[src/hw/rtl/ryuv420_pkg.sv]
package ryuv420_pkg;

  localparam int PIXEL_W   = 32;
  localparam int BYTE_W    = 8;
  localparam int LUMA_AW   = 24;
  localparam int CHROMA_AW = 25;
  localparam int CFG_W     = 13;
  localparam int CFG_IDX_W = 2;
  localparam int M_TDATA_W = 80;
  localparam int M_PAD_W   = M_TDATA_W - (3 * BYTE_W + LUMA_AW + CHROMA_AW);

  // register map
  localparam logic [CFG_IDX_W-1:0] REG_INPUT_FORMAT = 2'd0;
  localparam logic [CFG_IDX_W-1:0] REG_CHROMA_ORDER = 2'd1;
  localparam logic [CFG_IDX_W-1:0] REG_IMAGE_WIDTH  = 2'd2;
  localparam logic [CFG_IDX_W-1:0] REG_IMAGE_HEIGHT = 2'd3;

  localparam logic FMT_RGBA8888 = 1'b0;
  localparam logic FMT_RGB565   = 1'b1;
  localparam logic ORDER_NV12   = 1'b0;
  localparam logic ORDER_NV21   = 1'b1;

  localparam logic [CFG_W-1:0] WIDTH_RESET  = 13'd640;
  localparam logic [CFG_W-1:0] HEIGHT_RESET = 13'd480;

  // bt.601 matrix, 12 fractional bits
  localparam int ACC_W = 22;
  typedef logic signed [ACC_W-1:0] acc_t;

  localparam acc_t K_YR = 22'sd1225;
  localparam acc_t K_YG = 22'sd2404;
  localparam acc_t K_YB = 22'sd467;
  localparam acc_t K_CR_G = 22'sd1715;
  localparam acc_t K_CR_B = 22'sd333;
  localparam acc_t K_CB_R = 22'sd691;
  localparam acc_t K_CB_G = 22'sd1357;
  localparam acc_t K_UNIT = 22'sd2048;
  localparam acc_t CHROMA_BIAS = 22'sd524288;
  localparam int FRAC_W = 12;

  typedef struct packed {
    logic accept;  // input transaction, loads the input stage
    logic ld1;     // middle stage advances
    logic ld2;     // output register advances
  } pipe_ctrl_t;

endpackage

[src/hw/rtl/ryuv420_color.sv]
module ryuv420_color (
  input  logic                             clk,
  input  ryuv420_pkg::pipe_ctrl_t          ctrl,
  input  logic                             input_format,
  input  logic                             chroma_order,
  input  logic [ryuv420_pkg::PIXEL_W-1:0]  pixel,
  output logic [ryuv420_pkg::BYTE_W-1:0]   luma,
  output logic [ryuv420_pkg::BYTE_W-1:0]   chroma_first,
  output logic [ryuv420_pkg::BYTE_W-1:0]   chroma_second
);
  import ryuv420_pkg::*;

  function automatic acc_t ext(input logic [BYTE_W-1:0] v);
    return acc_t'({{(ACC_W-BYTE_W){1'b0}}, v});
  endfunction

  // shift down and saturate to 0..255
  function automatic logic [BYTE_W-1:0] to_byte(input acc_t a);
    logic [BYTE_W-1:0] res;
    if (a[ACC_W-1]) begin
      res = '0;
    end else if (|a[ACC_W-2:FRAC_W+BYTE_W]) begin
      res = '1;
    end else begin
      res = a[FRAC_W+BYTE_W-1:FRAC_W];
    end
    return res;
  endfunction

  logic [BYTE_W-1:0] r_in, g_in, b_in;
  logic [BYTE_W-1:0] r0, g0, b0;
  acc_t y_acc, cb_acc, cr_acc;

  // 565 channels widened by bit replication
  always_comb begin
    if (input_format == FMT_RGB565) begin
      r_in = {pixel[15:11], pixel[15:13]};
      g_in = {pixel[10:5], pixel[10:9]};
      b_in = {pixel[4:0], pixel[4:2]};
    end else begin
      r_in = pixel[7:0];
      g_in = pixel[15:8];
      b_in = pixel[23:16];
    end
  end

  always_ff @(posedge clk) begin
    if (ctrl.accept) begin
      r0 <= r_in;
      g0 <= g_in;
      b0 <= b_in;
    end
  end

  always_ff @(posedge clk) begin
    if (ctrl.ld1) begin
      y_acc  <= K_YR * ext(r0) + K_YG * ext(g0) + K_YB * ext(b0);
      cr_acc <= CHROMA_BIAS + K_UNIT * ext(r0) - K_CR_G * ext(g0) - K_CR_B * ext(b0);
      cb_acc <= CHROMA_BIAS - K_CB_R * ext(r0) - K_CB_G * ext(g0) + K_UNIT * ext(b0);
    end
  end

  always_ff @(posedge clk) begin
    if (ctrl.ld2) begin
      luma <= to_byte(y_acc);
      if (chroma_order == ORDER_NV21) begin
        chroma_first  <= to_byte(cr_acc);
        chroma_second <= to_byte(cb_acc);
      end else begin
        chroma_first  <= to_byte(cb_acc);
        chroma_second <= to_byte(cr_acc);
      end
    end
  end

endmodule

[src/hw/rtl/ryuv420_addr.sv]
module ryuv420_addr #(
  parameter int MAX_WIDTH  = 4096,
  parameter int MAX_HEIGHT = 4096
) (
  input  logic                               clk,
  input  logic                               rst,
  input  ryuv420_pkg::pipe_ctrl_t            ctrl,
  input  logic [ryuv420_pkg::CFG_W-1:0]      image_width,
  input  logic [ryuv420_pkg::CFG_W-1:0]      image_height,
  output logic [ryuv420_pkg::LUMA_AW-1:0]    luma_addr,
  output logic [ryuv420_pkg::CHROMA_AW-1:0]  chroma_addr,
  output logic                               chroma_valid,
  output logic                               frame_end
);
  import ryuv420_pkg::*;

  localparam int CW = (MAX_WIDTH > 1) ? $clog2(MAX_WIDTH) : 1;
  localparam int RW = (MAX_HEIGHT > 1) ? $clog2(MAX_HEIGHT) : 1;
  localparam int WW = $clog2(MAX_WIDTH + 1);
  localparam int HW = $clog2(MAX_HEIGHT + 1);
  localparam int SUM_W = (WW + HW + 2 > CHROMA_AW + 1) ? WW + HW + 2 : CHROMA_AW + 1;

  logic [WW-1:0] w;
  logic [HW-1:0] h;
  logic [CW-1:0] column_count, column_count_next;
  logic [RW-1:0] row_count, row_count_next;
  logic          col_wrap, row_wrap;

  logic [CW-1:0] col0, col1;
  logic [RW-1:0] row0;
  logic          cv0, fe0, cv1, fe1;
  logic [RW+WW-1:0] prod_lu, prod_ch;
  logic [WW+HW-1:0] prod_wh;
  logic [SUM_W-1:0] luma_sum, chroma_sum;

  // effective frame size
  always_comb begin
    if (image_width == '0) begin
      w = WW'(1);
    end else if (32'(image_width) > 32'(MAX_WIDTH)) begin
      w = WW'(MAX_WIDTH);
    end else begin
      w = WW'(image_width);
    end
    if (image_height == '0) begin
      h = HW'(1);
    end else if (32'(image_height) > 32'(MAX_HEIGHT)) begin
      h = HW'(MAX_HEIGHT);
    end else begin
      h = HW'(image_height);
    end
  end

  always_comb begin
    col_wrap = (32'(column_count) + 32'd1) >= 32'(w);
    row_wrap = (32'(row_count) + 32'd1) >= 32'(h);
    column_count_next = column_count + CW'(1);
    row_count_next    = row_count;
    if (col_wrap) begin
      column_count_next = '0;
      row_count_next    = row_wrap ? '0 : row_count + RW'(1);
    end
  end

  always_ff @(posedge clk) begin
    if (rst) begin
      column_count <= '0;
      row_count    <= '0;
    end else if (ctrl.accept) begin
      column_count <= column_count_next;
      row_count    <= row_count_next;
    end
  end

  always_ff @(posedge clk) begin
    if (ctrl.accept) begin
      col0 <= column_count;
      row0 <= row_count;
      cv0  <= ~column_count[0];
      fe0  <= col_wrap & row_wrap;
    end
  end

  always_ff @(posedge clk) begin
    if (ctrl.ld1) begin
      prod_lu <= (RW+WW)'(row0) * (RW+WW)'(w);
      prod_ch <= (RW+WW)'(row0 >> 1) * (RW+WW)'(w);
      prod_wh <= (WW+HW)'(w) * (WW+HW)'(h);
      col1    <= col0;
      cv1     <= cv0;
      fe1     <= fe0;
    end
  end

  assign luma_sum   = SUM_W'(prod_lu) + SUM_W'(col1);
  assign chroma_sum = SUM_W'(prod_wh) + SUM_W'(prod_ch) + SUM_W'(col1);

  always_ff @(posedge clk) begin
    if (ctrl.ld2) begin
      luma_addr    <= luma_sum[LUMA_AW-1:0];
      chroma_addr  <= cv1 ? chroma_sum[CHROMA_AW-1:0] : '0;
      chroma_valid <= cv1;
      frame_end    <= fe1;
    end
  end

endmodule

[src/hw/rtl/rgb_to_yuv420_semiplanar.sv]
// rgb pixel stream to nv12 / nv21 semiplanar writes, bt.601 integer matrix
//
// s_* takes one pixel per transaction in raster order: rgba8888 (r in the low
// byte, alpha ignored) or rgb565 in the low half word, chosen by input_format.
// m_* gives one result per pixel: the luma byte and its plane offset, and on
// even columns the chroma pair with its offset in the chroma plane (chroma
// bytes and offset read zero on odd columns). tlast marks the last pixel of
// the frame. odd rows rewrite the chroma offsets of the even row above.
// cfg_wr_en / cfg_index / cfg_data write the four registers; change them only
// while no pixel is in flight, the position counters are never touched.
// the result moves through the input register, the middle stage and the output register.
// throughput: one pixel per clock while m_tready holds high, the three register
// stages each take one per cycle.
// reset: counters back to row 0 column 0, registers to 8888 / nv12 / 640x480,
// the pipeline empties. a stalled receiver holds the output register; the
// two stages in front keep filling, then s_tready drops until m_tready rises.
module rgb_to_yuv420_semiplanar #(
  parameter int MAX_WIDTH  = 4096,
  parameter int MAX_HEIGHT = 4096
) (
  input  logic                                 clk,
  input  logic                                 rst,
  // pixel input, tdata: pixel[31:0]
  input  logic                                 s_tvalid,
  output logic                                 s_tready,
  input  logic [ryuv420_pkg::PIXEL_W-1:0]      s_tdata,
  // result, tdata: luma[7:0], luma_addr[31:8], chroma_first[39:32],
  // chroma_second[47:40], chroma_addr[72:48], zero pad[79:73]
  output logic                                 m_tvalid,
  input  logic                                 m_tready,
  output logic [ryuv420_pkg::M_TDATA_W-1:0]    m_tdata,
  output logic                                 m_tuser,  // chroma_valid
  output logic                                 m_tlast,  // frame_end
  // register writes
  input  logic                                 cfg_wr_en,
  input  logic [ryuv420_pkg::CFG_IDX_W-1:0]    cfg_index,
  input  logic [ryuv420_pkg::CFG_W-1:0]        cfg_data
);
  import ryuv420_pkg::*;

  logic             input_format;
  logic             chroma_order;
  logic [CFG_W-1:0] image_width;
  logic [CFG_W-1:0] image_height;

  // stage valids: input register, middle stage, output register (m_tvalid)
  logic       v0, v1;
  logic       adv0, adv1, adv2;
  pipe_ctrl_t ctrl;

  logic [BYTE_W-1:0]    luma, chroma_first, chroma_second;
  logic [BYTE_W-1:0]    chroma_mask;
  logic [LUMA_AW-1:0]   luma_addr;
  logic [CHROMA_AW-1:0] chroma_addr;
  logic                 chroma_valid, frame_end;

  always_ff @(posedge clk) begin
    if (rst) begin
      input_format <= FMT_RGBA8888;
      chroma_order <= ORDER_NV12;
      image_width  <= WIDTH_RESET;
      image_height <= HEIGHT_RESET;
    end else if (cfg_wr_en) begin
      case (cfg_index)
        REG_INPUT_FORMAT: input_format <= cfg_data[0];
        REG_CHROMA_ORDER: chroma_order <= cfg_data[0];
        REG_IMAGE_WIDTH:  image_width  <= cfg_data;
        REG_IMAGE_HEIGHT: image_height <= cfg_data;
        default: ;
      endcase
    end
  end

  // a stage moves when it is empty or the stage after it moves
  assign adv2 = ~m_tvalid | m_tready;
  assign adv1 = ~v1 | adv2;
  assign adv0 = ~v0 | adv1;
  assign s_tready = adv0;

  assign ctrl.accept = s_tvalid & adv0;
  assign ctrl.ld1    = adv1;
  assign ctrl.ld2    = adv2;

  always_ff @(posedge clk) begin
    if (rst) begin
      v0       <= 1'b0;
      v1       <= 1'b0;
      m_tvalid <= 1'b0;
    end else begin
      if (adv0) v0 <= s_tvalid;
      if (adv1) v1 <= v0;
      if (adv2) m_tvalid <= v1;
    end
  end

  ryuv420_color u_color (
    .clk           (clk),
    .ctrl          (ctrl),
    .input_format  (input_format),
    .chroma_order  (chroma_order),
    .pixel         (s_tdata),
    .luma          (luma),
    .chroma_first  (chroma_first),
    .chroma_second (chroma_second)
  );

  ryuv420_addr #(
    .MAX_WIDTH  (MAX_WIDTH),
    .MAX_HEIGHT (MAX_HEIGHT)
  ) u_addr (
    .clk          (clk),
    .rst          (rst),
    .ctrl         (ctrl),
    .image_width  (image_width),
    .image_height (image_height),
    .luma_addr    (luma_addr),
    .chroma_addr  (chroma_addr),
    .chroma_valid (chroma_valid),
    .frame_end    (frame_end)
  );

  // chroma bytes read zero on odd columns
  assign chroma_mask = {BYTE_W{chroma_valid}};

  assign m_tdata = {{M_PAD_W{1'b0}}, chroma_addr, chroma_second & chroma_mask,
                    chroma_first & chroma_mask, luma_addr, luma};
  assign m_tuser = chroma_valid;
  assign m_tlast = frame_end;

endmodule

[config.mk]
export PLATFORM = sky130hd
export DESIGN_NAME = rgb_to_yuv420_semiplanar
export DESIGN_NICKNAME = d
export VERILOG_FILES = /design/src/hw/rtl/ryuv420_pkg.sv /design/src/hw/rtl/ryuv420_color.sv /design/src/hw/rtl/ryuv420_addr.sv /design/src/hw/rtl/rgb_to_yuv420_semiplanar.sv
export SDC_FILE = /design/constraint.sdc
export NUM_CORES = 2
export LEC_CHECK = 0
export BUFFER_PORTS_ARGS = -buffer_cell sky130_fd_sc_hd__buf_4
export CELL_PAD_IN_SITES_DETAIL_PLACEMENT = 1
export CELL_PAD_IN_SITES_GLOBAL_PLACEMENT = 1
export CORE_ASPECT_RATIO = 0.75
export CORE_MARGIN = 10
export CORE_UTILIZATION = 51
export DETAILED_ROUTE_END_ITERATION = 8
export GPL_ROUTABILITY_DRIVEN = 0
export GPL_TIMING_DRIVEN = 0
export MAX_ROUTING_LAYER = met4
export PLACE_DENSITY_LB_ADDON = 0.05
export SYNTH_ARGS = -nofsm -noshare
export SYNTH_HDL_FRONTEND = slang
export SYNTH_SLANG_ARGS = --single-unit
[constraint.sdc]
create_clock -name clk -period 7.1 [get_ports clk]
set_clock_uncertainty 0.2 [all_clocks]
set_input_delay 1.065 -clock clk [delete_from_list [all_inputs] [get_ports clk]]
set_output_delay 1.065 -clock clk [all_outputs]
set_load 0.1 [all_outputs]
## After elaboration in Yosys (flattened, before gate mapping)

Index checks and enable logic that the tools add are counted.

| storage, ports and cells | value |
|---|---|
| bits in registers | 334 |
| input port bits | 52 |

| operators by class | value |
|---|---|
| $add $sub $neg | 15 |
| multiply operators | 10 |
| order comparisons | 4 |
| eq/ne operators | 3 |
| mux-type cells | 16 |
| bitwise logic cells | 11 |
| reductions and logical operators | 8 |

Operators by type and width:

| cell | number |
|---|---|
| $mux W8 | 10 |
| $sub A22 B22 Y22 | 3 |
| $ge A32 B13 Y1 | 2 |
| $mul A11 B8 Y19 const A | 3 |
| $mux W13 | 4 |
| $add A22 B22 Y22 | 2 |
| $mul A10 B8 Y18 const A | 2 |
| $mul A9 B8 Y17 const A | 2 |
| $add A12 B1 Y13 const B | 2 |
| $gt A13 B13 Y1 const B | 2 |
| $logic_not A13 Y1 | 2 |
| $add A25 B12 Y25 | 1 |
| $add A25 B25 Y25 | 1 |
| $mul A13 B13 Y25 | 1 |
| $add A12 B1 Y12 const B | 2 |
| $add A24 B12 Y24 | 1 |
| $mul A11 B13 Y24 | 1 |
| $mul A12 B13 Y24 | 1 |
| $mux W12 | 2 |
| $add A22 B20 Y22 | 1 |
| $sub A21 B22 Y22 const A | 1 |
| $add A20 B19 Y21 const A | 1 |
| $and A8 B8 Y8 | 2 |
| $reduce_and A2 Y1 | 5 |
| 6 further kinds | 13 |

## Depth between registers and ports, before layout

| depth | value |
|---|---|
| depth in word-level cells | 6 |
| depth in mapped cells | 26 |

## By module

From an unflattened synthesis, not the netlist that was laid out.

| unflattened totals | value |
|---|---|
| cells, all modules | 3,973 |
| area total of the unflattened synthesis | 38,496.9 um^2 |

By module, submodules not included:

| module | instances | cells each | area each (um^2) | seq. area each (um^2) |
|---|---|---|---|---|
| ryuv420_addr | 1 | 2,269 | 21,772.1 | 5,405.2 |
| ryuv420_color | 1 | 1,552 | 15,263.4 | 2,342.2 |
| rgb_to_yuv420_semiplanar | 1 | 152 | 1,461.4 | 620.6 |

## Worst setup path after synthesis

No wires, ideal clock.

| timing | value |
|---|---|
| kind | flip-flop to flip-flop |
| start point | register u_color.b0[2] |
| end point | register u_color.y_acc[20] (data pin) |
| setup time | 0.262 ns |
| arrival time | 5.916 ns |
| slack | 0.722 ns |
| cell stages (with the launch flop) | 23 |
| clock period less this slack | 6.378 ns |
| path through | edfxtp_1 inv_1 fa_1 inv_1 ha_1 inv_1 fa_1 inv_1 fa_1 ha_1 a21o_1 a41oi_1 nor2b_1 or4_1 a2111o_1 o211a_1 fa_1 inv_1 ha_1 or2_2 o31ai_1 o221ai_1 or2_2 |

| on the way | value |
|---|---|
| longest elaborated chain between the ends | 2 |

RTL lines:

| what | RTL line | RTL |
|---|---|---|
| start: declaration | ryuv420_color.sv:31 | `logic [BYTE_W-1:0] r0, g0, b0;` |
| start signal: assignment | ryuv420_color.sv:51 | `b0 <= b_in;` |
| $mul A9 B8 Y17 | ryuv420_color.sv:57 | `y_acc <= K_YR * ext(r0) + K_YG * ext(g0) + K_YB * ext(b0);` |
| $add A22 B22 Y22 | ryuv420_color.sv:57 |  |
| end signal: assignment | ryuv420_color.sv:57 |  |
| end: declaration | ryuv420_color.sv:32 | `acc_t y_acc, cb_acc, cr_acc;` |

Every way passes these cells.
A chain may end at the register's enable or synchronous reset.

## Worst setup path after layout

| timing | value |
|---|---|
| start point | register image_width[12] |
| end point | register u_addr.prod_wh[24] (data pin) |

| on the way | value |
|---|---|
| longest elaborated chain between the ends | 4 |

RTL lines:

| what | RTL line | RTL |
|---|---|---|
| start: declaration | rgb_to_yuv420_semiplanar.sv:43 | `logic [CFG_W-1:0] image_width;` |
| start signal: assignment | rgb_to_yuv420_semiplanar.sv:67 | `REG_IMAGE_WIDTH: image_width <= cfg_data;` |
| $gt A13 B13 Y1 | ryuv420_addr.sv:40 | `end else if (32'(image_width) > 32'(MAX_WIDTH)) begin` |
| $mux W13 | ryuv420_addr.sv:40 |  |
| $mux W13 * | ryuv420_addr.sv:38 | `if (image_width == '0) begin` |
| $mul A13 B13 Y25 * | ryuv420_addr.sv:88 | `prod_wh <= (WW+HW)'(w) * (WW+HW)'(h);` |
| end signal: assignment | ryuv420_addr.sv:88 |  |
| end: declaration | ryuv420_addr.sv:33 | `logic [WW+HW-1:0] prod_wh;` |

Mark *: on every way between the ends. The rest lies on a longest branch, timed or not.

==> metrics.yaml <==
status:
  outcome: "finished, final reports clean"
critical_path:
  crit_buf_inv: 4
  cp_cell_sequence: "clkbuf_2 > nor2b_1 > inv_1 > nor2_1 > fa_1 > fa_1 > fa_1 > fa_1 > inv_1 > fa_1 > inv_1 > ha_1 > a21o_1 > a21o_1 > a21oi_1 > o21ai_0 > or3b_2 > o221ai_1 > xnor2_2"
  worstPathMaxFanout: 10
  cp_slowest_cell: "fa_1"
  worst-endpoint-arrival_ps: 7000
  cp.required_ps: 7210
  cp_top_family: "adder cells"
  crit_path_start_kind: "register"
  end_kind: "register"
  worstSetupPathType: "reg -> reg"
  crit_top_cell: "fa_1"
  max_stage_delay_ps: 550
clock_tree:
  cts_tree: "done"
  clock_latency_ps: 590
  cts_buffer_depth: 3
  cts.htree.levels: 2
  numCtsBuffers: 35
  root_buffer: "clkbuf_16"
  path_clk_slew_ps: 70
  cts.sinks: 296
  hold_buffers: 0
job:
  maxCapViolCount: 0
placement:
  dp_cells: 5120
  dp_hpwl_mm: 95.8
  place.port_buffers: 120
cells_and_area:
  n_fill_cell: 8398
  area_delta_synth_final_pct: 11.6
  nets: 5299
  regArea_sq_um: 8340
  layout.cells.non_filler: 5248
  fin_util_pct: 57.6
  multi_input_area_sq_um: 26700
  drive_gt1_share_pct: 9.49
logic_synthesis:
  yosys.area.top_type: "fa_1"
  ys_types: 83
  syn_area_per_cell_sq_um: 9.46
  synth-seq-cells: 296
  syn_area_sq_um: 38000
  synthTopCellsByArea: "fa_1 21%, ha_1 19%, edfxtp_1 19%"
  synth_top_area_share_pct: 21.3
  synth_ff_type: "edfxtp_1"
  synth.top_cells.by_count: "767 x inv_1, 591 x ha_1, 404 x fa_1"
  synthArstFlopShare_pct: 0
  synth.most_common_cell: "inv_1"
  synth_enable_flop_cells: 241
  yosys_warnings: 0
  synth.yosys.seq_area_share_pct: 21.9
  synth_cells: 4022
sta:
  maxSlewViolCount: 0
  hold_viol: 0
  slew_headroom_pct: 28.6
  finalCritPeriodShare_pct: 97.0
  fmax_ghz: 0.145
  tns_ps: 0
  fin_crit_ps: 6890
  setup_violations: 0
  worstMarginPinSlew_ps: 1070
detailed_routing:
  vias: 29500
  routed_wl_mm: 117
  vias_per_cell: 5.62
  dr.pass1.iters: 6
  remaining_drc_errors: 0
  wl_per_cell_microns: 22.3
  ant_nets: 0
  drt_iter0_markers: 2265
floorplanning:
  coreArea_sq_um: 73700
  pin_count: 136
  die_h_microns: 256
  floorplan.initialDensity_pct: 51.6
  num_rows: 86
  die_x_microns: 335
  die_area_sq_um: 86000
global_route:
  grt_overflow: 0
  grt_use_total_pct: 27.7
  grt_pass1_vias: 31000
  antenna_found_initial: 1
  grt_max_degree: 71
  grt_pass1_wl_mm: 181
min_path:
  hold_class: "reg -> reg"
power:
  finalPower_mw: 16.5
  p_leak_nw: 21.2
  p_per_area_nw_per_um2: 389
  ir_drop_v: 0.000375
## layer usage
layer	global-route usage, %	wire length [microns]	vias to the layer above
li1	-	-	13700
met1	40.6	57700	14800
met2	37.6	46900	850
met3	7.86	10500	109
met4	4.92	2000	0
met5	-	0	-
## through the flow
stage	area (sq um)	setup WS (ps)	hold slack, ps
floorplan	38100	722	200
global placement	40200	-946	204
detailed placement	40300	-1060	206
CTS	41800	-13.7	222
global route	42400	-63.6	228
finish	42400	214	221
## final cells by class
class / count / area share (%)
multi-input combinational: 2856 / 63.0
sequential: 296 / 19.7
inverter: 776 / 6.97
timing repair buffer: 187 / 3.51
tap: 968 / 2.85
clock buffer: 38 / 2.09
buffer: 100 / 1.08
clock inverter: 26 / 0.858
antenna: 1 / 0.00590
## repair_timing
item,in CTS,in global routing
setup buffers,10,53
pin swaps,1,8
gates resized for setup,46,86
setup endpoints to repair,43,46
## report_power, final
part	internal, mW	leakage (nW)	switching, mW
registers	2.60	3.09	0.170
logic	4.38	17.6	7.33
clock network	1.18	0.582	0.828
## placed cells by master, fill, tap and decap left out, drive strengths merged, types with 17 or more instances in the layout
| cell | instances |
|---|---|
| clkbuf | 119 |
| nand4 | 17 |
| xor2 | 74 |
| nor3 | 77 |
| nor2b | 49 |
| a21o | 50 |
| ha | 591 |
| o21bai | 24 |
| a31oi | 22 |
| xnor2 | 129 |
| buf | 206 |
| o21a | 38 |
| o21ai | 96 |
| or2 | 27 |
| clkinvlp | 17 |
| o211ai | 27 |
| and2 | 104 |
| edfxtp | 241 |
| mux2 | 24 |
| nor2 | 266 |
| nand2b | 25 |
| inv | 765 |
| dfxtp | 55 |
| o31ai | 21 |
| nand2 | 341 |
| and3 | 24 |
| a211oi | 18 |
| nand3 | 59 |
| a21oi | 171 |
| fa | 404 |
## sequential cells by signal, summed over array words and instances, names as in the netlist, 9 cells and up
name                 flops
image_height            13
image_width             13
u_addr.chroma_addr      25
u_addr.col0             12
u_addr.col1             12
u_addr.column_count     12
u_addr.luma_addr        24
u_addr.prod_ch          24
u_addr.prod_lu          24
u_addr.prod_wh          25
u_addr.row0             12
u_addr.row_count        12
u_color.cb_acc          10
u_color.cr_acc          10
u_color.y_acc            9
## final timing paths
kind | endpoint | cells after the start | slack [ps] | startpoint
worst max-delay path | u_addr.prod_wh[24] | 19 | 210 | image_width[12]
worst max register to register | u_addr.prod_wh[24] | 19 | 210 | image_width[12]
worst min-delay path | u_addr.fe1 | 0 | 220 | u_addr.fe0
worst min register to register | u_addr.fe1 | 0 | 220 | u_addr.fe0
## cell families after synthesis
kind of cell             Yosys count  share of synthesized area, %
flip-flops                       296                          21.9
AND/OR/NAND/NOR                 1045                          12.9
XOR/XNOR                         203                          4.68
other                              1                       0.00986
multiplexers                      33                         0.948
adder cells (fa/ha/maj)          995                          40.7
buffers and inverters            876                          8.72
AO/OA/AOI/OAI                    573                          10.1
## worst reg2reg max path: cells and delay by family (launching register included)
| kind | cells | cell delay [ps] |
|---|---|---|
| and+or+nand+nor | 3 | 1130 |
| buffers and inverters | 4 | 660 |
| adders and majority gates | 6 | 2990 |
| xor gates and xnor gates | 1 | 270 |
| DFF | 1 | 340 |
| AOI/OAI and AO/OA | 5 | 1020 |
No activity file was read; power rests on OpenSTA's default activity.
